===== config.mk =====
export PLATFORM = sky130hd
export DESIGN_NAME = bounded_deque_middle_ops
export DESIGN_NICKNAME = d
export VERILOG_FILES = /design/src/rtl/core/bdq_pkg.sv /design/src/rtl/core/bdq_cell.sv /design/src/rtl/core/bdq_ctrl.sv /design/src/rtl/core/bounded_deque_middle_ops.sv
export SDC_FILE = /design/constraint.sdc
export NUM_CORES = 2
export LEC_CHECK = 0
export CORE_MARGIN = 4
export CORE_UTILIZATION = 65
export CTS_CLUSTER_SIZE = 12
export DETAILED_ROUTE_END_ITERATION = 10
export DONT_BUFFER_PORTS = 1
export PLACE_DENSITY = 0.81
export SKIP_CTS_REPAIR_TIMING = 1
export SYNTH_ARGS = -nofsm -noshare
export SYNTH_HDL_FRONTEND = slang
export SYNTH_SLANG_ARGS = --single-unit
export TNS_END_PERCENT = 10

===== constraint.sdc =====
create_clock -name clk_i -period 6.7 [get_ports clk_i]
set_input_delay 0.335 -clock clk_i [delete_from_list [all_inputs] [get_ports clk_i]]
set_output_delay 0.335 -clock clk_i [all_outputs]
set_load 0.005 [all_outputs]

===== src/rtl/core/bdq_pkg.sv =====
// shared types and constants for the bounded deque with middle insert/remove
// no dependencies
package bdq_pkg;

  localparam int unsigned CAPACITY = 16;
  localparam int unsigned IDX_W    = (CAPACITY > 1) ? $clog2(CAPACITY) : 1;
  localparam int unsigned CNT_W    = $clog2(CAPACITY + 1);
  localparam int unsigned DATA_W   = 32;
  localparam int unsigned OCC_W    = 5;

  typedef enum logic [2:0] {
    OP_PUSH_FRONT = 3'd0,
    OP_PUSH_BACK  = 3'd1,
    OP_INS_MID    = 3'd2,
    OP_POP_FRONT  = 3'd3,
    OP_POP_BACK   = 3'd4,
    OP_REM_MID    = 3'd5
  } bdq_op_e;

  typedef enum logic [1:0] {
    ST_OK    = 2'd0,
    ST_EMPTY = 2'd1,
    ST_FULL  = 2'd2
  } bdq_status_e;

  // shift command broadcast to every cell
  typedef struct packed {
    logic             ins;
    logic             rem;
    logic [IDX_W-1:0] pos;
  } bdq_cmd_t;

endpackage


===== src/rtl/core/bdq_cell.sv =====
// one storage cell of the deque chain: holds, loads, or takes a neighbor's value
// depends on bdq_pkg
module bdq_cell import bdq_pkg::*; (
  input  logic              clk_i,
  input  logic              en_i,
  input  logic [IDX_W-1:0]  cell_idx_i,
  input  bdq_cmd_t          cmd_i,
  input  logic [DATA_W-1:0] value_i,
  input  logic [DATA_W-1:0] left_i,
  input  logic [DATA_W-1:0] right_i,
  output logic [DATA_W-1:0] data_o
);

  logic [DATA_W-1:0] data_q;
  logic [DATA_W-1:0] data_d;

  always_comb begin
    data_d = data_q;
    if (cmd_i.ins) begin
      if (cell_idx_i == cmd_i.pos) begin
        data_d = value_i;
      end else if (cell_idx_i > cmd_i.pos) begin
        data_d = left_i;
      end
    end else if (cmd_i.rem && (cell_idx_i >= cmd_i.pos)) begin
      data_d = right_i;
    end
  end

  always_ff @(posedge clk_i) begin
    if (en_i) begin
      data_q <= data_d;
    end
  end

  assign data_o = data_q;

endmodule


===== src/rtl/core/bdq_ctrl.sv =====
// entry counter and operation decode: picks the shift position and status
// depends on bdq_pkg
module bdq_ctrl import bdq_pkg::*; (
  input  logic             clk_i,
  input  logic             rst_ni,
  input  logic             en_i,
  input  logic [2:0]       op_i,
  output bdq_cmd_t         cmd_o,
  output bdq_status_e      status_o,
  output logic [CNT_W-1:0] count_o,
  output logic [CNT_W-1:0] count_next_o
);

  logic [CNT_W-1:0] count_q;
  logic [CNT_W-1:0] count_d;
  logic [CNT_W-1:0] n_m1;
  logic [IDX_W-1:0] mid;
  logic             full;
  logic             empty;

  assign full  = (count_q == CNT_W'(CAPACITY));
  assign empty = (count_q == '0);
  assign n_m1  = count_q - CNT_W'(1);
  assign mid   = IDX_W'(n_m1 >> 1);

  always_comb begin
    cmd_o    = '0;
    status_o = ST_OK;
    count_d  = count_q;
    case (bdq_op_e'(op_i))
      OP_PUSH_FRONT, OP_PUSH_BACK, OP_INS_MID: begin
        if (full) begin
          status_o = ST_FULL;
        end else begin
          cmd_o.ins = 1'b1;
          count_d   = count_q + CNT_W'(1);
          case (bdq_op_e'(op_i))
            OP_PUSH_FRONT: cmd_o.pos = '0;
            OP_PUSH_BACK:  cmd_o.pos = IDX_W'(count_q);
            default:       cmd_o.pos = empty ? '0 : mid + IDX_W'(1);
          endcase
        end
      end
      OP_POP_FRONT, OP_POP_BACK, OP_REM_MID: begin
        if (empty) begin
          status_o = ST_EMPTY;
        end else begin
          cmd_o.rem = 1'b1;
          count_d   = n_m1;
          case (bdq_op_e'(op_i))
            OP_POP_FRONT: cmd_o.pos = '0;
            OP_POP_BACK:  cmd_o.pos = IDX_W'(n_m1);
            default:      cmd_o.pos = mid;
          endcase
        end
      end
      default: begin
        // unused codes leave everything as it is
        cmd_o = '0;
      end
    endcase
  end

  always_ff @(posedge clk_i or negedge rst_ni) begin
    if (!rst_ni) begin
      count_q <= '0;
    end else if (en_i) begin
      count_q <= count_d;
    end
  end

  assign count_o      = count_q;
  assign count_next_o = count_d;

endmodule


===== src/rtl/core/bounded_deque_middle_ops.sv =====
// top level of the bounded deque with push/pop at both ends and at the middle
// depends on bdq_pkg, bdq_ctrl and bdq_cell
//
//  channel  | dir | tdata (low bit up)                 | tuser (low bit up)
//  s_axis   | in  | value[31:0], zero pad to 32        | operation[2:0]
//  m_axis   | out | removed_value[31:0], occupancy[36:32], zero pad to 40 | status[1:0]
//
// one operation per clock while the result register can take it: all cells take their next value in the same cycle
// from a compare of their own index against the shift position
// the result is registered, so it shows in the cycle after the input transfer
// s_axis_tready stays high while the result register is free or being drained
// reset clears the entry count and the result valid; cell contents are not reset
module bounded_deque_middle_ops import bdq_pkg::*; (
  input  logic        clk_i,
  input  logic        rst_ni,
  // input operations
  input  logic        s_axis_tvalid,
  output logic        s_axis_tready,
  input  logic [31:0] s_axis_tdata,   // value[31:0]
  input  logic [2:0]  s_axis_tuser,   // operation[2:0]
  // results
  output logic        m_axis_tvalid,
  input  logic        m_axis_tready,
  output logic [39:0] m_axis_tdata,   // removed_value[31:0], occupancy[36:32], zeros
  output logic [1:0]  m_axis_tuser    // status[1:0]
);

  logic              s_fire;
  bdq_cmd_t          cmd;
  bdq_status_e       status;
  logic [CNT_W-1:0]  count;
  logic [CNT_W-1:0]  count_next;
  logic [DATA_W-1:0] cell_data [CAPACITY];
  logic [DATA_W-1:0] removed;

  // result register
  logic              out_valid_q;
  logic [DATA_W-1:0] removed_q;
  logic [1:0]        status_q;
  logic [OCC_W-1:0]  occ_q;

  assign s_axis_tready = !out_valid_q || m_axis_tready;
  assign s_fire        = s_axis_tvalid && s_axis_tready;

  bdq_ctrl u_ctrl (
    .clk_i        (clk_i),
    .rst_ni       (rst_ni),
    .en_i         (s_fire),
    .op_i         (s_axis_tuser),
    .cmd_o        (cmd),
    .status_o     (status),
    .count_o      (count),
    .count_next_o (count_next)
  );

  // the chain: each cell sees its left and right neighbor; an end cell sees itself on its open side
  for (genvar i = 0; i < CAPACITY; i++) begin : g_cell
    logic [DATA_W-1:0] left;
    logic [DATA_W-1:0] right;
    if (i == 0) begin : g_first
      assign left = cell_data[i];
    end else begin : g_mid_l
      assign left = cell_data[i-1];
    end
    if (i == CAPACITY - 1) begin : g_last
      assign right = cell_data[i];
    end else begin : g_mid_r
      assign right = cell_data[i+1];
    end
    bdq_cell u_cell (
      .clk_i      (clk_i),
      .en_i       (s_fire),
      .cell_idx_i (IDX_W'(i)),
      .cmd_i      (cmd),
      .value_i    (s_axis_tdata),
      .left_i     (left),
      .right_i    (right),
      .data_o     (cell_data[i])
    );
  end

  // value leaving the chain: the entry at the shift position on a removal, all ones on an empty removal, else zero
  always_comb begin
    if (cmd.rem) begin
      removed = cell_data[cmd.pos];
    end else if (status == ST_EMPTY) begin
      removed = '1;
    end else begin
      removed = '0;
    end
  end

  always_ff @(posedge clk_i or negedge rst_ni) begin
    if (!rst_ni) begin
      out_valid_q <= 1'b0;
    end else if (s_fire) begin
      out_valid_q <= 1'b1;
    end else if (m_axis_tready) begin
      out_valid_q <= 1'b0;
    end
  end

  always_ff @(posedge clk_i) begin
    if (s_fire) begin
      removed_q <= removed;
      status_q  <= status;
      occ_q     <= OCC_W'(count_next);
    end
  end

  assign m_axis_tvalid = out_valid_q;
  assign m_axis_tdata  = {3'b000, occ_q, removed_q};
  assign m_axis_tuser  = status_q;

  // full status only ever reports a full deque
  assert property (@(posedge clk_i) disable iff (!rst_ni)
    m_axis_tvalid && (m_axis_tuser == ST_FULL) |-> (occ_q == OCC_W'(CAPACITY)))
    else $error("full status with occupancy below capacity");

  // empty removal reports -1 and nothing stored
  assert property (@(posedge clk_i) disable iff (!rst_ni)
    m_axis_tvalid && (m_axis_tuser == ST_EMPTY) |-> (removed_q == '1) && (occ_q == '0))
    else $error("empty removal with wrong value or occupancy");

  // an accepted insert that is not full grows the count by one
  assert property (@(posedge clk_i) disable iff (!rst_ni)
    s_fire && cmd.ins |=> (count == $past(count) + CNT_W'(1)))
    else $error("insert did not grow the entry count");

  // the count never passes capacity
  assert property (@(posedge clk_i) disable iff (!rst_ni)
    count <= CNT_W'(CAPACITY))
    else $error("entry count above capacity");

endmodule


==> results_dict.tcl <==
set metrics [dict create \
    status "finished, violations left" \
    violations "hold timing" \
    port_buffers 0 \
    drtIter0Drc 3529 \
    crit_start "u_ctrl.count_o[0]" \
    synth-edff-count 551 \
    drc_errors 0 \
    ctsRootBufferMaster "clkbuf_16" \
    core_area_um2 48050 \
    fin_skew_ns 0.01432 \
    r2r_slack_ns 1.22 \
    hp-class "in2reg" \
    die-area_um2 52460 \
    fillers 3285 \
    p_switching_mw 5.311 \
    cts_sinks 557 \
    grt_start_max_net_pins 242 \
    cts_tree "yes" \
    r2r-end "g_cell[8].u_cell.data_o[8]" \
    ys_async_sr_fraction_pct 1.077 \
    seqCellArea_um2 16700 \
    track_usage_pct 34.97 \
    combPwrFrac_pct 39.3 \
    p_leak_nw 13.30 \
    finalCritPeriodShare_pct 81.85 \
    use_met2_pct 53.25 \
    fin_nets 2878 \
    htree_levels 2 \
    postLayoutSetupSlackWorst_ns 1.216 \
    r2r_cells 11 \
    start_util_pct 66.10 \
    grt_busiest_layer "met2" \
    p_total_mw 13.51 \
    endpoint "g_cell[8].u_cell.data_o[8]" \
    max_cap_violations 0 \
    synth_area_um2 31760 \
    criticalPathCategory "reg2reg" \
    antenna_found_initial 1 \
    tns_ns 0 \
    worstMarginPinSlew_ns 1.220 \
    synth_cell_types 58 \
    vias_per_cell 7.046 \
    grt_pass1_wl_um 142500 \
    clk_pin_slew_ns 0.06 \
    grt_pass1_vias 23650 \
    vias 24630 \
    pre_cts_slack_ns 1.474 \
    synthCells 2938 \
    synth_seq_area_share_pct 52.57 \
    synth-seq-cells 557 \
    p_per_area_nw_per_um2 393.9 \
    place_hpwl_um 53890 \
    area_growth_pct 7.997 \
    final_layout_size_suffix_gt1_share_pct 9.583 \
    drv_slew 0 \
    gp_congestion 0.8694 \
    swShare_pct 39.31 \
    yosys_warnings 0 \
    required_ns 7.05 \
    rows 80 \
    endpoint_kind "flop" \
    globalRouteMet3Util_pct 8.462 \
    p_int_mw 8.199 \
    pin_count 83 \
    post-route-min-period_ns 5.484 \
    grtUsageMet1_pct 47.71 \
    slew-limit-headroom_pct 18.50 \
    reg2reg_from "u_ctrl.count_o[0]" \
    finalSetupViolCount 0 \
    fin_util_pct 71.39 \
    wl_per_cell_um 27.65 \
    start_kind "flop" \
    timing.fmax_mhz 182.3 \
    rsz0062_at_grt "false" \
    ir_worst_vdd_mv 0.4484 \
    grt_overflow 0 \
    whs_ns -0.02326 \
    fp.dieW_um 229.0 \
    finalWirelength_um 96670 \
    hold_violations 49 \
    drtPass1Iterations 6 \
    cts_buffers 58 \
    clockPowerShare_pct 22.3 \
    syn_avg_cell_area_um2 10.81 \
    cts_buffer_depth 3 \
    seqPwrFrac_pct 38.5 \
    critPathMaxFanout 32 \
    ys.flop_type "edfxtp_1" \
    arrival_ns 5.83 \
    clk_latency_ns 0.63 \
    multi_input_area_um2 14180 \
    die_h_um 229.0 \
    postRouteAntennaNets 0 \
]
-- placed cells by master (no fill, tap or decap), types with 4 or more instances in the layout --
master and instances:
dfrtp_1 6, clkinv_1 22, nand3_4 6, mux4_2 62, o21ai_0 368, nor2_4 10
a32oi_1 33, a21oi_1 6, dlygate4sd3_1 41, buf_4 57, nand2_2 4, a22oi_1 32
nor4_4 5, nand2_1 755, buf_12 5, a31oi_1 65, nand3_1 68, inv_1 5
a21oi_4 5, edfxtp_1 551, nand2b_1 7, mux2i_1 481, and3_1 4, xnor2_1 4
nor2_1 12, o21ai_1 91, clkbuf_16 59, clkbuf_1 18, mux2_2 35
-- how the worst min path moves through the flow --
stage | startpoint | to | slack (ns) | cells after the start
after floorplan | rst_ni | m_axis_tvalid | 0.04 | 0
after global placement | rst_ni | m_axis_tvalid | 0.04 | 0
after detailed placement | rst_ni | m_axis_tvalid | 0.04 | 0
after CTS | rst_ni | u_ctrl.count_o[4] | -0.62 | 0
after global routing | s_axis_tdata[9] | g_cell[12].u_cell.data_o[9] | -0.0001 | 2
final | s_axis_tdata[10] | g_cell[12].u_cell.data_o[10] | -0.02 | 2
-- cell type report --
cell class | count | share of cell area [%]
diodes | 1 | 0.007296
clock buffers | 77 | 4.502
clock inverters | 27 | 0.4122
inverters | 8 | 0.08755
multi-input cells | 2108 | 41.33
flip-flops and latches | 557 | 48.68
well taps | 615 | 2.243
repair buffers | 103 | 2.736
-- power groups by stage --
stage,Clock (mW),Combinational (mW),Sequential (mW)
after global placement,0,4.95,5.21
after CTS,3.02,5.10,5.18
after global routing,3.18,5.56,5.26
after detailed placement,0,5.08,5.24
after floorplan,0,3.57,5.09
final,3.01,5.30,5.20
-- cells in the mapped netlist, types with 2 or more instances --
cell type	instances	area, um2
o21ai_1	92	460.4
mux2_2	35	394.1
o21ai_0	368	1842
nor3_1	3	15.01
ha_1	3	37.54
nand3b_1	3	22.52
nand4_1	2	12.51
buf_1	5	18.77
dfrtp_1	6	150.1
edfxtp_1	551	16550
xnor2_1	4	35.03
nand2_2	2	12.51
mux2i_1	481	4815
nand2_1	758	2845
and3_1	4	25.02
a211oi_1	5	37.54
a22oi_1	32	240.2
a21oi_1	11	55.05
nand3_1	74	370.4
mux4_2	62	1396
and2_1	2	12.51
nor4_4	5	106.4
nor2_2	2	12.51
nor2_1	22	82.58
buf_6	3	33.78
a32oi_1	33	289.0
clkbuf_1	186	698.2
a31oi_1	66	412.9
nor2b_1	4	25.02
nand2b_1	7	43.79
buf_4	20	150.1
buf_2	53	265.3
inv_1	8	30.03
a221o_1	2	20.02
-- state kept, by name, summed over array words and instances, names as in the netlist --
name and count:
m_axis_tuser 2, m_axis_tvalid 1, removed_q 32, u_ctrl.count_o 5, occ_q 5, g_cell.u_cell.data_o 512
-- cell families after synthesis --
kind of cell / count (synthesis) / synth area share (%)
other cells: 1 / 0.01181
simple gates: 899 / 11.67
fa+ha+maj: 3 / 0.1182
buf+inv: 275 / 3.766
flops: 557 / 52.57
xor+xnor: 5 / 0.1379
compound gates: 620 / 10.92
mux: 578 / 20.80
-- per-stage QoR --
step	std cells	cell area (um2)
5_1_grt	3495	34300
3_3_place_gp	3350	32200
6_report	3496	34300
3_5_place_dp	3350	32200
2_1_floorplan	2940	31770
4_1_cts	3454	33890
-- routing by layer --
| metal | part of all wire, % | wire length, um | vias up |
|---|---|---|---|
| met5 | 0.013 | 13 | - |
| met4 | 5.7 | 5521 | 2 |
| met3 | 13 | 12990 | 384 |
| met2 | 45 | 43620 | 1869 |
| met1 | 36 | 34530 | 11760 |
| li1 | - | - | 10610 |
-- worst max-delay path: stages (launching register included) --
cell     delay, ns
dfrtp_1       0.50
inv_1         0.10
ha_1          0.31
nor3b_4       0.44
nand2_2       0.50
and3_1        0.41
a221o_2       0.39
buf_4         0.25
nor2_2        0.80
nand3_4       0.88
mux2i_1       0.47
o21ai_0       0.13
Power figures use the tool's default switching activity.
